`config.mk`:
```
export PLATFORM = sky130hd
export DESIGN_NAME = sne_out_fifo_flat
export DESIGN_NICKNAME = d
export VERILOG_FILES = /design/src/hw/rtl/sne_pkg.sv /design/src/hw/rtl/sne_if.sv /design/src/hw/rtl/sne_out_fifo.sv /design/src/flat_wrapper.sv
export SDC_FILE = /design/constraint.sdc
export NUM_CORES = 1
export LEC_CHECK = 0
export ABC_AREA = 1
export BUFFER_PORTS_ARGS = -buffer_cell sky130_fd_sc_hd__buf_4
export CORE_ASPECT_RATIO = 0.8
export CORE_UTILIZATION = 55
export DETAILED_ROUTE_END_ITERATION = 12
export GPL_TIMING_DRIVEN = 0
export MAX_ROUTING_LAYER = met4
export PLACE_DENSITY = 0.76
export SETUP_SLACK_MARGIN = 0.5
export SLEW_MARGIN = 5
export SYNTH_ARGS = -nofsm -noshare
export SYNTH_HDL_FRONTEND = slang
export SYNTH_SLANG_ARGS = --single-unit
```
`constraint.sdc`:
```
create_clock -name clk_i -period 4.86 [get_ports clk_i]
set_clock_uncertainty 0.05 [all_clocks]
set_input_delay 0.486 -clock clk_i [delete_from_list [all_inputs] [get_ports clk_i]]
set_output_delay 0.486 -clock clk_i [all_outputs]
set_load 0.03 [all_outputs]
```
`src/hw/rtl/sne_pkg.sv`:
```
// Shared types, constants and the direction quantiser for the Sobel/NMS edge classifier.
// No dependencies; every other file imports this package.
package sne_pkg;

  localparam int unsigned MAX_WIDTH_DEF  = 1024;
  localparam int unsigned MAX_HEIGHT_DEF = 4096;
  localparam int unsigned MIN_SIZE       = 3;

  localparam int unsigned PIX_W      = 8;
  localparam int unsigned GRAD_W     = 11;
  localparam int unsigned MAG_W      = 11;
  localparam int unsigned THR_W      = 11;
  localparam int unsigned WCFG_W     = 11;
  localparam int unsigned HCFG_W     = 13;
  localparam int unsigned CLASS_W    = 2;
  localparam int unsigned DIR_W      = 2;
  localparam int unsigned CFG_IDX_W  = 2;
  localparam int unsigned CFG_DATA_W = 16;
  localparam int unsigned OUT_DEPTH  = 8;

  localparam int unsigned HIGH_RESET   = 180;
  localparam int unsigned LOW_RESET    = 70;
  localparam int unsigned WIDTH_RESET  = 1024;
  localparam int unsigned HEIGHT_RESET = 1024;

  // tan 22.5 and tan 67.5 scaled by TAN_DEN
  localparam int unsigned TAN_DEN   = 10000;
  localparam int unsigned TAN22_NUM = 4142;
  localparam int unsigned TAN67_NUM = 24142;
  localparam int unsigned PROD_W    = 26;

  typedef enum logic [CFG_IDX_W-1:0] {
    CFG_HIGH_THR = 2'd0,
    CFG_LOW_THR  = 2'd1,
    CFG_WIDTH    = 2'd2,
    CFG_HEIGHT   = 2'd3
  } cfg_reg_e;

  typedef enum logic [CLASS_W-1:0] {
    CLASS_BG     = 2'd0,
    CLASS_WEAK   = 2'd1,
    CLASS_STRONG = 2'd2
  } edge_class_e;

  typedef enum logic [DIR_W-1:0] {
    DIR_HORZ    = 2'd0,
    DIR_DIAG_DR = 2'd1,
    DIR_VERT    = 2'd2,
    DIR_DIAG_DL = 2'd3
  } dir_e;

  // position flags that travel with an item down the pipeline
  typedef struct packed {
    logic grad_en;    // gradient position is inside the frame
    logic grad_int;   // gradient position is interior
    logic cls_en;     // result describes a real pixel
    logic cls_int;    // result position is interior
    logic frame_end;  // result is the frame's last pixel
  } pos_flags_t;

  typedef struct packed {
    logic               out_valid;
    logic [CLASS_W-1:0] edge_class;
    logic [DIR_W-1:0]   direction;
    logic [MAG_W-1:0]   magnitude;
    logic               frame_end;
  } result_t;

  function automatic dir_e quantize(input logic signed [GRAD_W-1:0] dx,
                                    input logic signed [GRAD_W-1:0] dy);
    logic [GRAD_W-1:0] ax;
    logic [GRAD_W-1:0] ay;
    logic [PROD_W-1:0] ty;
    logic [PROD_W-1:0] tx22;
    logic [PROD_W-1:0] tx67;
    logic              same;
    dir_e              d;
    ax   = dx[GRAD_W-1] ? GRAD_W'(-dx) : GRAD_W'(dx);
    ay   = dy[GRAD_W-1] ? GRAD_W'(-dy) : GRAD_W'(dy);
    ty   = PROD_W'(ay) * PROD_W'(TAN_DEN);
    tx22 = PROD_W'(ax) * PROD_W'(TAN22_NUM);
    tx67 = PROD_W'(ax) * PROD_W'(TAN67_NUM);
    same = (dy != '0) && (dx[GRAD_W-1] == dy[GRAD_W-1]);
    if (dx == '0) begin
      d = DIR_VERT;
    end else if (same) begin
      d = (ty < tx22) ? DIR_HORZ : ((ty < tx67) ? DIR_DIAG_DR : DIR_VERT);
    end else begin
      d = (ty > tx67) ? DIR_VERT : ((ty > tx22) ? DIR_DIAG_DL : DIR_HORZ);
    end
    return d;
  endfunction

endpackage

```
`src/hw/rtl/sne_if.sv`:
```


interface sne_res_if import sne_pkg::*; ();
  logic               valid;
  logic               ready;
  logic               out_valid;
  logic [CLASS_W-1:0] edge_class;
  logic [DIR_W-1:0]   direction;
  logic [MAG_W-1:0]   magnitude;
  logic               frame_end;
  modport source (output valid, out_valid, edge_class, direction, magnitude, frame_end,
                  input ready);
  modport sink   (input valid, out_valid, edge_class, direction, magnitude, frame_end,
                  output ready);
endinterface


```
`src/hw/rtl/sne_out_fifo.sv`:
```
// Result queue that parts the pipeline from the downstream ready.
// Depends on sne_pkg and sne_res_if.
module sne_out_fifo import sne_pkg::*; #(
  parameter int unsigned DEPTH = OUT_DEPTH,
  localparam int unsigned PW = $clog2(DEPTH),
  localparam int unsigned CW = $clog2(DEPTH + 1)
) (
  input  logic     clk_i,
  input  logic     rst_ni,
  input  logic     push_i,
  input  result_t  data_i,
  sne_res_if.source res_o
);

  result_t       buf_q [DEPTH];
  logic [PW-1:0] wr_q, rd_q;
  logic [CW-1:0] count_q;
  logic          pop;
  result_t       head;

  assign pop  = res_o.valid && res_o.ready;
  assign head = buf_q[rd_q];

  always_ff @(posedge clk_i) begin
    if (push_i) begin
      buf_q[wr_q] <= data_i;
    end
  end

  always_ff @(posedge clk_i or negedge rst_ni) begin
    if (!rst_ni) begin
      wr_q    <= '0;
      rd_q    <= '0;
      count_q <= '0;
    end else begin
      if (push_i) begin
        wr_q <= (wr_q == PW'(DEPTH - 1)) ? '0 : wr_q + PW'(1);
      end
      if (pop) begin
        rd_q <= (rd_q == PW'(DEPTH - 1)) ? '0 : rd_q + PW'(1);
      end
      count_q <= count_q + CW'(push_i) - CW'(pop);
    end
  end

  assign res_o.valid      = (count_q != '0);
  assign res_o.out_valid  = head.out_valid;
  assign res_o.edge_class = head.edge_class;
  assign res_o.direction  = head.direction;
  assign res_o.magnitude  = head.magnitude;
  assign res_o.frame_end  = head.frame_end;

  a_no_overflow: assert property (@(posedge clk_i) disable iff (!rst_ni)
    push_i |-> (count_q < CW'(DEPTH)))
    else $error("result pushed into a full queue");

endmodule

```
`src/flat_wrapper.sv`:
```
// flat-port wrapper written by rule: the top's interface ports become plain ports
module sne_out_fifo_flat import sne_pkg::*;
#(
  parameter int unsigned DEPTH = OUT_DEPTH,
  localparam int unsigned PW = $clog2(DEPTH),
  localparam int unsigned CW = $clog2(DEPTH + 1)
)
  (clk_i, rst_ni, push_i, data_i, res_o_valid, res_o_out_valid, res_o_edge_class, res_o_direction, res_o_magnitude, res_o_frame_end, res_o_ready);
  sne_res_if res_o_i ();
  input  logic clk_i;
  input  logic rst_ni;
  input  logic push_i;
  input  result_t data_i;
  output wire logic [$bits(res_o_i.valid)-1:0] res_o_valid;
  output wire logic [$bits(res_o_i.out_valid)-1:0] res_o_out_valid;
  output wire logic [$bits(res_o_i.edge_class)-1:0] res_o_edge_class;
  output wire logic [$bits(res_o_i.direction)-1:0] res_o_direction;
  output wire logic [$bits(res_o_i.magnitude)-1:0] res_o_magnitude;
  output wire logic [$bits(res_o_i.frame_end)-1:0] res_o_frame_end;
  input wire logic [$bits(res_o_i.ready)-1:0] res_o_ready;
  assign res_o_valid = res_o_i.valid;
  assign res_o_out_valid = res_o_i.out_valid;
  assign res_o_edge_class = res_o_i.edge_class;
  assign res_o_direction = res_o_i.direction;
  assign res_o_magnitude = res_o_i.magnitude;
  assign res_o_frame_end = res_o_i.frame_end;
  assign res_o_i.ready = res_o_ready;
  sne_out_fifo #(.DEPTH(DEPTH)) u_core (.clk_i(clk_i), .rst_ni(rst_ni), .push_i(push_i), .data_i(data_i), .res_o(res_o_i));
endmodule
```
==> metrics.txt <==
status completed; Leak Pwr 3.63 nW; final worst path period share 52.8%; worst endpoint required time approximately 4.3 ns; DPL Wire Length slightly above 9000 um; first-pass GRT wire length 21900 um; WS Path Type reg -> out; DR iter-0 viols roughly 350; total negative slack 0 ns; DRC viols 0; share of cells above drive strength 1 13.9%; largest net degree at the start of global routing 17; cts repair resizes 0; post-placement cell count 851; CTS Buf Count 17; RSZ-0062 raised after global routing no; vias 4462; Reg clk slew, reported paths ~0.06 ns; GRT Total Usage 25.9%; # IOs 39; highest routed layer met4; Die ar. 0.0123 mm2; M1 wire length 5780 um; post-synth top area share between 60% and 70%; CP Launch Type register; synthesis-stage register bit count 146; Hold Buf Count CTS 1; H-tree depth 4; Final ANT Viol Nets 0; register area share after synthesis 66.6%; IO buf count 38; CP endpoint kind output port; Synth Warn # 0; Core ar. roughly 0.012 mm2; clk_lat worst skew 0.42 ns; Clock Sinks 146; post-synthesis cell type count 18; post-route insts no fill 884; vias per cell 5.05; total grt overflow 0; Initial Util 56.5%; Synthesized Nets 688; slew margin rel. about three fifths; Fin. Hold Viols 0; Final Max Slew Viols 0; first-pass detailed-route iteration total 5; worst-case clock buffer depth 2; synthesized cell area between 0.006 and 0.007 mm2; VDD IR max 0.376 mV; Crit path arrival time 2.03 ns; met3 WL 965 um; largest cells by area after synthesis edfxtp_1, nand2_1, inv_1; clk root buf clkbuf_16; CTS tree done; Die Ht roughly 100 um; Avg Inst Size Synth 9.90 um2; Nets 754; Worst Hold Class in -> reg; max-cap viol count 0; Syn-to-layout area delta 18.0%; power per cell area 616 mW/mm2; post-DR wirelength/cell 16.1 um; initial antenna violation count 0; # rows 35; Tightest Pin Transition ~0.60 ns; minimum clock period 2.56 ns; synthesized instance count between 600 and 700; post-CTS setup buffers 0; Max Freq around 400 MHz; vias in the first global route between 4000 and 5000; fillers 862; WL final 14200 um; met2 WL post-DR 7220 um; # setup viols final 0; cell taking the most area after synthesis edfxtp_1; crit path max fanout 10; Die Wd 124 um; GP Congestion 0.771; number of diodes 0
==> per-layer routing <==
metal | vias to the layer above | track usage (%)
met2 | 170 | 42.3
met3 | 31 | 5.96
met4 | 0 | 12.4
li1 | 2173 | -
met5 | - | -
met1 | 2088 | 30.2
==> registers in the layout, summed over array words and instances, names as in the netlist <==
register        count
u_core.buf_q      136
u_core.count_q      4
u_core.rd_q         3
u_core.wr_q         3
==> through the flow <==
| step | worst slack, ns | cell area [um2] | util [%] | hold WS [ns] | power (mW) |
|---|---|---|---|---|---|
| floorplan | 2.55 | 6510 | - | 0.140 | 2.85 |
| global placement | 2.25 | 6980 | 60.6 | 0.267 | 3.41 |
| detailed placement | 2.72 | 7130 | 61.9 | 0.271 | 3.52 |
| CTS | 2.29 | 7680 | 66.7 | 0.238 | 4.74 |
| global route | 2.19 | 7680 | 66.7 | 0.244 | 4.99 |
| finish | 2.30 | 7680 | 66.7 | 0.247 | 4.73 |
==> cell usage after synthesis (all sizes together) <==
master	count
buf	24
dfrtp	10
clkinv	1
o21ai	6
xor2	2
nand3	72
nor2	8
inv	151
nand2	235
fa	1
ha	9
a21oi	1
clkbuf	1
edfxtp	136
==> power breakdown <==
part / internal, mW / switching, mW
clock: 0.747 / 0.468
sequential: 1.55 / 0.0486
combinational: 0.618 / 1.29
==> area by class of cell <==
class                   count  area [um2]  share of cell area, %
clock buffers              24         452                   5.88
clock inverters             8        86.3                   1.12
plain buffers              25         145                   1.89
flip-flops and latches    146        4330                   56.4
multi-input cells         334        1480                   19.2
well taps                 148         185                   2.41
repair buffers             47         428                   5.57
inverters                 152         571                   7.43
==> logic make-up after synthesis <==
logic type | Yosys count | share of synthesized area, %
AOI/OAI and AO/OA | 7 | 0.538
xor gates and xnor gates | 2 | 0.269
adders and majority gates | 10 | 2.04
buffers and inverters | 177 | 11.0
DFF | 146 | 66.6
and+or+nand+nor | 315 | 19.6
==> path summary, 6_finish.rpt <==
kind	to	slack, ns	start	cells past startpoint
max	res_o_magnitude[7]	2.30	u_core.rd_q[2]$_DFFE_PN0P_	6
min reg2reg	u_core.rd_q[2]$_DFFE_PN0P_	0.57	u_core.rd_q[2]$_DFFE_PN0P_	3
max in group asynchronous	u_core.rd_q[0]$_DFFE_PN0P_	4.24	rst_ni	2
min	u_core.buf_q[2][13]$_DFFE_PP_	0.25	data_i[13]	1
max reg2reg	u_core.count_q[2]$_DFF_PN0_	2.70	u_core.count_q[2]$_DFF_PN0_	10
min in group asynchronous	u_core.count_q[0]$_DFF_PN0_	0.37	rst_ni	2
==> worst max-delay path, stage by stage (launching register included) <==
cell and delay, ns:
dfrtp_1 0.34, buf_2 0.23, clkinv_1 0.35, buf_2 0.33
nand2_1 0.11, nand2_1 0.07, buf_4 0.17
==> layout by cell type (no fill, tap or decap), types with 4 or more instances in the layout <==
cell type  Yosys  routed
nand2_1      235     235
inv_1        149     149
edfxtp_1     136     136
nand3_1       72      72
buf_4          1      39
buf_2         20      20
clkbuf_16      0      17
dfrtp_1       10      10
ha_1           9       9
clkbuf_1       1       8
nor2_2         0       8
buf_8          0       7
o21ai_0        5       5
clkinv_1       1       4
(Power assumes the default switching activity.)
