===== src/hw/rtl/sne_pkg.sv =====
// Shared types, constants and the direction quantiser for the Sobel/NMS edge classifier.
// No dependencies; every other file imports this package.
package sne_pkg;

  localparam int unsigned MAX_WIDTH_DEF  = 1024;
  localparam int unsigned MAX_HEIGHT_DEF = 4096;
  localparam int unsigned MIN_SIZE       = 3;

  localparam int unsigned PIX_W      = 8;
  localparam int unsigned GRAD_W     = 11;
  localparam int unsigned MAG_W      = 11;
  localparam int unsigned THR_W      = 11;
  localparam int unsigned WCFG_W     = 11;
  localparam int unsigned HCFG_W     = 13;
  localparam int unsigned CLASS_W    = 2;
  localparam int unsigned DIR_W      = 2;
  localparam int unsigned CFG_IDX_W  = 2;
  localparam int unsigned CFG_DATA_W = 16;
  localparam int unsigned OUT_DEPTH  = 8;

  localparam int unsigned HIGH_RESET   = 180;
  localparam int unsigned LOW_RESET    = 70;
  localparam int unsigned WIDTH_RESET  = 1024;
  localparam int unsigned HEIGHT_RESET = 1024;

  // tan 22.5 and tan 67.5 scaled by TAN_DEN
  localparam int unsigned TAN_DEN   = 10000;
  localparam int unsigned TAN22_NUM = 4142;
  localparam int unsigned TAN67_NUM = 24142;
  localparam int unsigned PROD_W    = 26;

  typedef enum logic [CFG_IDX_W-1:0] {
    CFG_HIGH_THR = 2'd0,
    CFG_LOW_THR  = 2'd1,
    CFG_WIDTH    = 2'd2,
    CFG_HEIGHT   = 2'd3
  } cfg_reg_e;

  typedef enum logic [CLASS_W-1:0] {
    CLASS_BG     = 2'd0,
    CLASS_WEAK   = 2'd1,
    CLASS_STRONG = 2'd2
  } edge_class_e;

  typedef enum logic [DIR_W-1:0] {
    DIR_HORZ    = 2'd0,
    DIR_DIAG_DR = 2'd1,
    DIR_VERT    = 2'd2,
    DIR_DIAG_DL = 2'd3
  } dir_e;

  // position flags that travel with an item down the pipeline
  typedef struct packed {
    logic grad_en;    // gradient position is inside the frame
    logic grad_int;   // gradient position is interior
    logic cls_en;     // result describes a real pixel
    logic cls_int;    // result position is interior
    logic frame_end;  // result is the frame's last pixel
  } pos_flags_t;

  typedef struct packed {
    logic               out_valid;
    logic [CLASS_W-1:0] edge_class;
    logic [DIR_W-1:0]   direction;
    logic [MAG_W-1:0]   magnitude;
    logic               frame_end;
  } result_t;

  function automatic dir_e quantize(input logic signed [GRAD_W-1:0] dx,
                                    input logic signed [GRAD_W-1:0] dy);
    logic [GRAD_W-1:0] ax;
    logic [GRAD_W-1:0] ay;
    logic [PROD_W-1:0] ty;
    logic [PROD_W-1:0] tx22;
    logic [PROD_W-1:0] tx67;
    logic              same;
    dir_e              d;
    ax   = dx[GRAD_W-1] ? GRAD_W'(-dx) : GRAD_W'(dx);
    ay   = dy[GRAD_W-1] ? GRAD_W'(-dy) : GRAD_W'(dy);
    ty   = PROD_W'(ay) * PROD_W'(TAN_DEN);
    tx22 = PROD_W'(ax) * PROD_W'(TAN22_NUM);
    tx67 = PROD_W'(ax) * PROD_W'(TAN67_NUM);
    same = (dy != '0) && (dx[GRAD_W-1] == dy[GRAD_W-1]);
    if (dx == '0) begin
      d = DIR_VERT;
    end else if (same) begin
      d = (ty < tx22) ? DIR_HORZ : ((ty < tx67) ? DIR_DIAG_DR : DIR_VERT);
    end else begin
      d = (ty > tx67) ? DIR_VERT : ((ty > tx22) ? DIR_DIAG_DL : DIR_HORZ);
    end
    return d;
  endfunction

endpackage


===== src/hw/rtl/sne_if.sv =====


interface sne_cfg_if import sne_pkg::*; ();
  logic                  valid;
  logic                  ready;
  logic [CFG_IDX_W-1:0]  index;
  logic [CFG_DATA_W-1:0] data;
  modport source (output valid, index, data, input ready);
  modport sink   (input valid, index, data, output ready);
endinterface


===== src/hw/rtl/sne_cfg_regs.sv =====
// Configuration registers: thresholds and clamped frame size.
// Depends on sne_pkg and sne_cfg_if.
module sne_cfg_regs import sne_pkg::*; #(
  parameter int unsigned MAX_WIDTH  = MAX_WIDTH_DEF,
  parameter int unsigned MAX_HEIGHT = MAX_HEIGHT_DEF,
  localparam int unsigned WW = $clog2(MAX_WIDTH + 1),
  localparam int unsigned HW = $clog2(MAX_HEIGHT + 1)
) (
  input  logic             clk_i,
  input  logic             rst_ni,
  sne_cfg_if.sink          cfg_i,
  output logic [THR_W-1:0] high_thr_o,
  output logic [THR_W-1:0] low_thr_o,
  output logic [WW-1:0]    width_o,
  output logic [HW-1:0]    height_o,
  output logic             restart_o
);

  localparam int unsigned W_RST = (WIDTH_RESET > MAX_WIDTH) ? MAX_WIDTH : WIDTH_RESET;
  localparam int unsigned H_RST = (HEIGHT_RESET > MAX_HEIGHT) ? MAX_HEIGHT : HEIGHT_RESET;

  logic [THR_W-1:0]  high_q, low_q;
  logic [WW-1:0]     width_q, width_d;
  logic [HW-1:0]     height_q, height_d;
  logic [WCFG_W-1:0] wv;
  logic [HCFG_W-1:0] hv;
  logic              wr;

  assign cfg_i.ready = 1'b1;
  assign wr = cfg_i.valid;
  assign wv = cfg_i.data[WCFG_W-1:0];
  assign hv = cfg_i.data[HCFG_W-1:0];

  // clamp the size to the supported range at write time
  always_comb begin
    if (int'(wv) < int'(MIN_SIZE)) begin
      width_d = WW'(MIN_SIZE);
    end else if (int'(wv) > int'(MAX_WIDTH)) begin
      width_d = WW'(MAX_WIDTH);
    end else begin
      width_d = WW'(wv);
    end
    if (int'(hv) < int'(MIN_SIZE)) begin
      height_d = HW'(MIN_SIZE);
    end else if (int'(hv) > int'(MAX_HEIGHT)) begin
      height_d = HW'(MAX_HEIGHT);
    end else begin
      height_d = HW'(hv);
    end
  end

  always_ff @(posedge clk_i or negedge rst_ni) begin
    if (!rst_ni) begin
      high_q   <= THR_W'(HIGH_RESET);
      low_q    <= THR_W'(LOW_RESET);
      width_q  <= WW'(W_RST);
      height_q <= HW'(H_RST);
    end else if (wr) begin
      case (cfg_reg_e'(cfg_i.index))
        CFG_HIGH_THR: high_q   <= cfg_i.data[THR_W-1:0];
        CFG_LOW_THR:  low_q    <= cfg_i.data[THR_W-1:0];
        CFG_WIDTH:    width_q  <= width_d;
        CFG_HEIGHT:   height_q <= height_d;
        default:      ;
      endcase
    end
  end

  assign restart_o  = wr && ((cfg_reg_e'(cfg_i.index) == CFG_WIDTH) ||
                             (cfg_reg_e'(cfg_i.index) == CFG_HEIGHT));
  assign high_thr_o = high_q;
  assign low_thr_o  = low_q;
  assign width_o    = width_q;
  assign height_o   = height_q;

endmodule


===== src/flat_wrapper.sv =====
// flat-port wrapper written by rule: the top's interface ports become plain ports
module sne_cfg_regs_flat import sne_pkg::*;
#(
  parameter int unsigned MAX_WIDTH  = MAX_WIDTH_DEF,
  parameter int unsigned MAX_HEIGHT = MAX_HEIGHT_DEF,
  localparam int unsigned WW = $clog2(MAX_WIDTH + 1),
  localparam int unsigned HW = $clog2(MAX_HEIGHT + 1)
)
  (clk_i, rst_ni, high_thr_o, low_thr_o, width_o, height_o, restart_o, cfg_i_valid, cfg_i_index, cfg_i_data, cfg_i_ready);
  sne_cfg_if cfg_i_i ();
  input  logic clk_i;
  input  logic rst_ni;
  output logic [THR_W-1:0] high_thr_o;
  output logic [THR_W-1:0] low_thr_o;
  output logic [WW-1:0] width_o;
  output logic [HW-1:0] height_o;
  output logic restart_o;
  input wire logic [$bits(cfg_i_i.valid)-1:0] cfg_i_valid;
  input wire logic [$bits(cfg_i_i.index)-1:0] cfg_i_index;
  input wire logic [$bits(cfg_i_i.data)-1:0] cfg_i_data;
  output wire logic [$bits(cfg_i_i.ready)-1:0] cfg_i_ready;
  assign cfg_i_i.valid = cfg_i_valid;
  assign cfg_i_i.index = cfg_i_index;
  assign cfg_i_i.data = cfg_i_data;
  assign cfg_i_ready = cfg_i_i.ready;
  sne_cfg_regs #(.MAX_WIDTH(MAX_WIDTH), .MAX_HEIGHT(MAX_HEIGHT)) u_core (.clk_i(clk_i), .rst_ni(rst_ni), .cfg_i(cfg_i_i), .high_thr_o(high_thr_o), .low_thr_o(low_thr_o), .width_o(width_o), .height_o(height_o), .restart_o(restart_o));
endmodule

===== config.mk =====
export PLATFORM = sky130hd
export DESIGN_NAME = sne_cfg_regs_flat
export DESIGN_NICKNAME = d
export VERILOG_FILES = /design/src/hw/rtl/sne_pkg.sv /design/src/hw/rtl/sne_if.sv /design/src/hw/rtl/sne_cfg_regs.sv /design/src/flat_wrapper.sv
export SDC_FILE = /design/constraint.sdc
export NUM_CORES = 1
export LEC_CHECK = 0
export BUFFER_PORTS_ARGS = -buffer_cell sky130_fd_sc_hd__buf_2
export CAP_MARGIN = 20
export CORE_UTILIZATION = 54
export CTS_BUF_LIST = sky130_fd_sc_hd__clkbuf_2 sky130_fd_sc_hd__clkbuf_4 sky130_fd_sc_hd__clkbuf_8
export CTS_CLUSTER_DIAMETER = 120
export CTS_CLUSTER_SIZE = 20
export DETAILED_ROUTE_END_ITERATION = 10
export GPL_TIMING_DRIVEN = 0
export PLACE_DENSITY = 0.86
export REMOVE_ABC_BUFFERS = 1
export SYNTH_ARGS = -nofsm -noshare
export SYNTH_HDL_FRONTEND = slang
export SYNTH_SLANG_ARGS = --single-unit

===== constraint.sdc =====
create_clock -name clk_i -period 1.81 [get_ports clk_i]
set_input_delay 0.181 -clock clk_i [delete_from_list [all_inputs] [get_ports clk_i]]
set_output_delay 0.181 -clock clk_i [all_outputs]
set_load 0.05 [all_outputs]

==> reports/qor.yml <==
outcome:
  status: "complete, no violations"
power_and_ir_drop:
  p_leak_uw: 0.001155
  powerDensity_nw_per_um2: 1303
  peakVddDrop_uv: 771.5
synthesis:
  synth_area_per_cell_um2: 11.59
  synth-main-ff-cell: "dfrtp_1"
  ys_async_sr_fraction_pct: 100.0
  synthMuxAreaShare_pct: 12.75
  synth_cell_types: 27
  synth_cells: 160
  yosys_warnings: 0
  ys_seq_area_share_pct: 62.69
  synth_xor_area_share_pct: 0
  synth_top_family_by_area: "simple AND/OR/NAND/NOR gates"
  yosysTopAreaCell: "dfrtp_1"
  syn_area_um2: 1854
  synth_area_leaders: "dfrtp_1, dfstp_2, mux2_2"
  synth_edf_count: 0
  yosys.area_share.simple_pct: 14.30
  synth_top_area_share_pct: 49.93
  synth_fa_ha_area_share_pct: 0
  synth-compound-area-share_pct: 7.692
  ys_seq_elements: 46
floorplanning:
  placement_rows: 20
  io_pins: 69
  dieHeight_um: 60.60
  fp.dieArea_um2: 3672
  core_um2: 3153
  die_w_um: 60.60
  initial_core_util_pct: 58.81
global_routing:
  antenna_found_initial: 0
  overflow: 0
  use_met2_pct: 37.05
  track_usage_pct: 23.90
  grt_util_met3_pct: 7.889
  grt_first_pass_wirelength_mm: 6.168
  grt_util_met1_pct: 31.79
  grt_pass1_vias: 1320
  top_usage_layer: "met2"
  grt_max_degree: 47
placed_design:
  hpwl_mm: 2.756
  gp_congestion: 0.8384
  dpl_cell_area_um2: 2198
  portBuffers: 64
sta:
  fin_worst_skew_ns: 0
  fin_crit_ns: 1.357
  worstMarginPinSlew_ns: 0.8462
  fin_tns_setup_ns: 0
  timing.final.crit_share_pct: 74.95
  setup_violations: 0
  whs_ns: 0.04175
  max_freq_ghz: 0.7371
  hold_viol: 0
  report.final.slew_viol_count: 0
  slew_headroom_pct: 43.34
  rsz0062_at_grt: "false"
layout:
  n_antenna_cell: 0
  synthToLayoutAreaGrowth_pct: 24.97
  seqCellArea_um2: 1162
  final_util_pct: 73.49
  multi_input_area_um2: 653.1
  n_fill_cell: 250
  drive_gt1_share_pct: 46.90
  nNetsFinal: 246
  finalInstanceArea_um2: 2317
clock_tree:
  cts_tree: "done"
  cts_htree_levels: 2
  cts_root_buf: "clkbuf_4"
  postCtsSetupRepairBufs: 0
  clock_sinks: 46
  clk_path_buf_depth: 2
  hold_buffers: 1
  numCtsBuffers: 5
  ctsResizeCount: 0
  clock_latency_ns: 0.35
  cts.clk_slew.worst_paths_ns: 0.13
worst_setup_path:
  worstSetupPathType: "register to primary output"
  crit_path_end_kind: "primary output"
  cp_max_fo: 2
  path_cells: "buf_2"
  required_ns: 1.63
  path_buf_inv: 1
  critPathSlowestCell: "dfstp_2"
  critPathLaunchType: "register"
  arrival_ns: 1.18
  crit_family: "flip-flops"
  max_stage_delay_ns: 0.56
flow_run:
  cap_violations: 0
route:
  drt_pass1_iterations: 4
  wire_per_inst_um: 14.46
  drc: 0
  drtAntennaViolNets: 0
  vias: 1403
  finalWirelength_mm: 3.905
  vias_per_cell: 5.196
  drt_iter0_drc: 60
hold_path:
  hp-class: "input port to register"
==> cells in the final DEF (no fill, tap or decap) <==
cell | synthesis | final
a31oi_1 | 1 | 1
conb_1 | 1 | 1
nand2b_1 | 1 | 1
o221a_1 | 2 | 2
inv_1 | 2 | 2
clkbuf_8 | 0 | 1
o31ai_1 | 2 | 2
a31o_1 | 1 | 1
nor3_1 | 1 | 1
mux2_2 | 21 | 21
clkbuf_4 | 0 | 6
nand3b_1 | 5 | 5
a21oi_1 | 8 | 8
nor2_1 | 2 | 2
and3_1 | 1 | 1
nand2_1 | 41 | 41
nand3_1 | 1 | 1
buf_12 | 0 | 1
o21ai_0 | 10 | 10
dlygate4sd3_1 | 0 | 1
dfrtp_1 | 37 | 37
nor3b_2 | 0 | 1
nor4_1 | 1 | 1
buf_2 | 2 | 64
nor2_2 | 1 | 1
and2_1 | 1 | 1
dfstp_2 | 9 | 9
nor2b_1 | 1 | 1
bufinv_16 | 0 | 1
or4_4 | 1 | 1
==> sequential cells by signal, summed over array words and instances, names as in the netlist <==
signal	cells
u_core.height_o	13
u_core.high_thr_o	11
u_core.low_thr_o	11
u_core.width_o	11
==> kinds of logic after synthesis <==
family | after synthesis
buf+inv | 10
flops | 46
mux | 21
compound gates | 24
other cells | 1
simple gates | 58
==> layer usage <==
metal	vias to the layer above	routed length, um
met5	-	0
met4	0	65
met3	9	180
met2	40	1895
met1	682	1764
li1	672	-
==> stage by stage <==
stage               setup slack, ns  std cells  power, uW
finish                       0.4534        270       3019
global route                 0.3984        270       3152
CTS                          0.4430        269       3027
detailed placement           0.2381        260       2383
global placement            -0.2398        260       2360
floorplan                    0.2099        152       2111
==> synthesized netlist by cell type, drive strengths merged (2+ instances only) <==
library cell  instances
nand2                41
dfrtp                37
mux2                 21
o21ai                10
dfstp                 9
a21oi                 8
clkbuf                5
nand3b                5
buf                   3
nor2                  3
inv                   2
o221a                 2
o31ai                 2
==> worst paths after layout <==
path                                    endpoint             startpoint  cells after the start  slack [ns]
max in group asynchronous   u_core.high_thr_o[7]                 rst_ni                      3        1.14
min reg2reg                   u_core.height_o[7]     u_core.height_o[7]                      2        0.49
min                          u_core.height_o[10]         cfg_i_data[12]                      2        0.04
max reg2reg                u_core.high_thr_o[10]  u_core.high_thr_o[10]                      1        1.04
min in group asynchronous    u_core.low_thr_o[2]                 rst_ni                      2        0.38
max                                high_thr_o[4]   u_core.high_thr_o[4]                      1        0.45
==> power by group <==
group	internal [uW]	switching [uW]	total [uW]
logic	249	815	1060
clock network	345	309	654
registers	1220	82.1	1300
==> area by class of cell <==
cell class	instances	share of cell area, %
timing repair buffer	66	15.12
multi-input combinational	104	28.19
clock buffer	7	2.538
tap	44	2.376
clock inverter	1	1.296
sequential	46	50.16
inverter	2	0.3240
No activity file was read; power rests on OpenSTA's default activity.
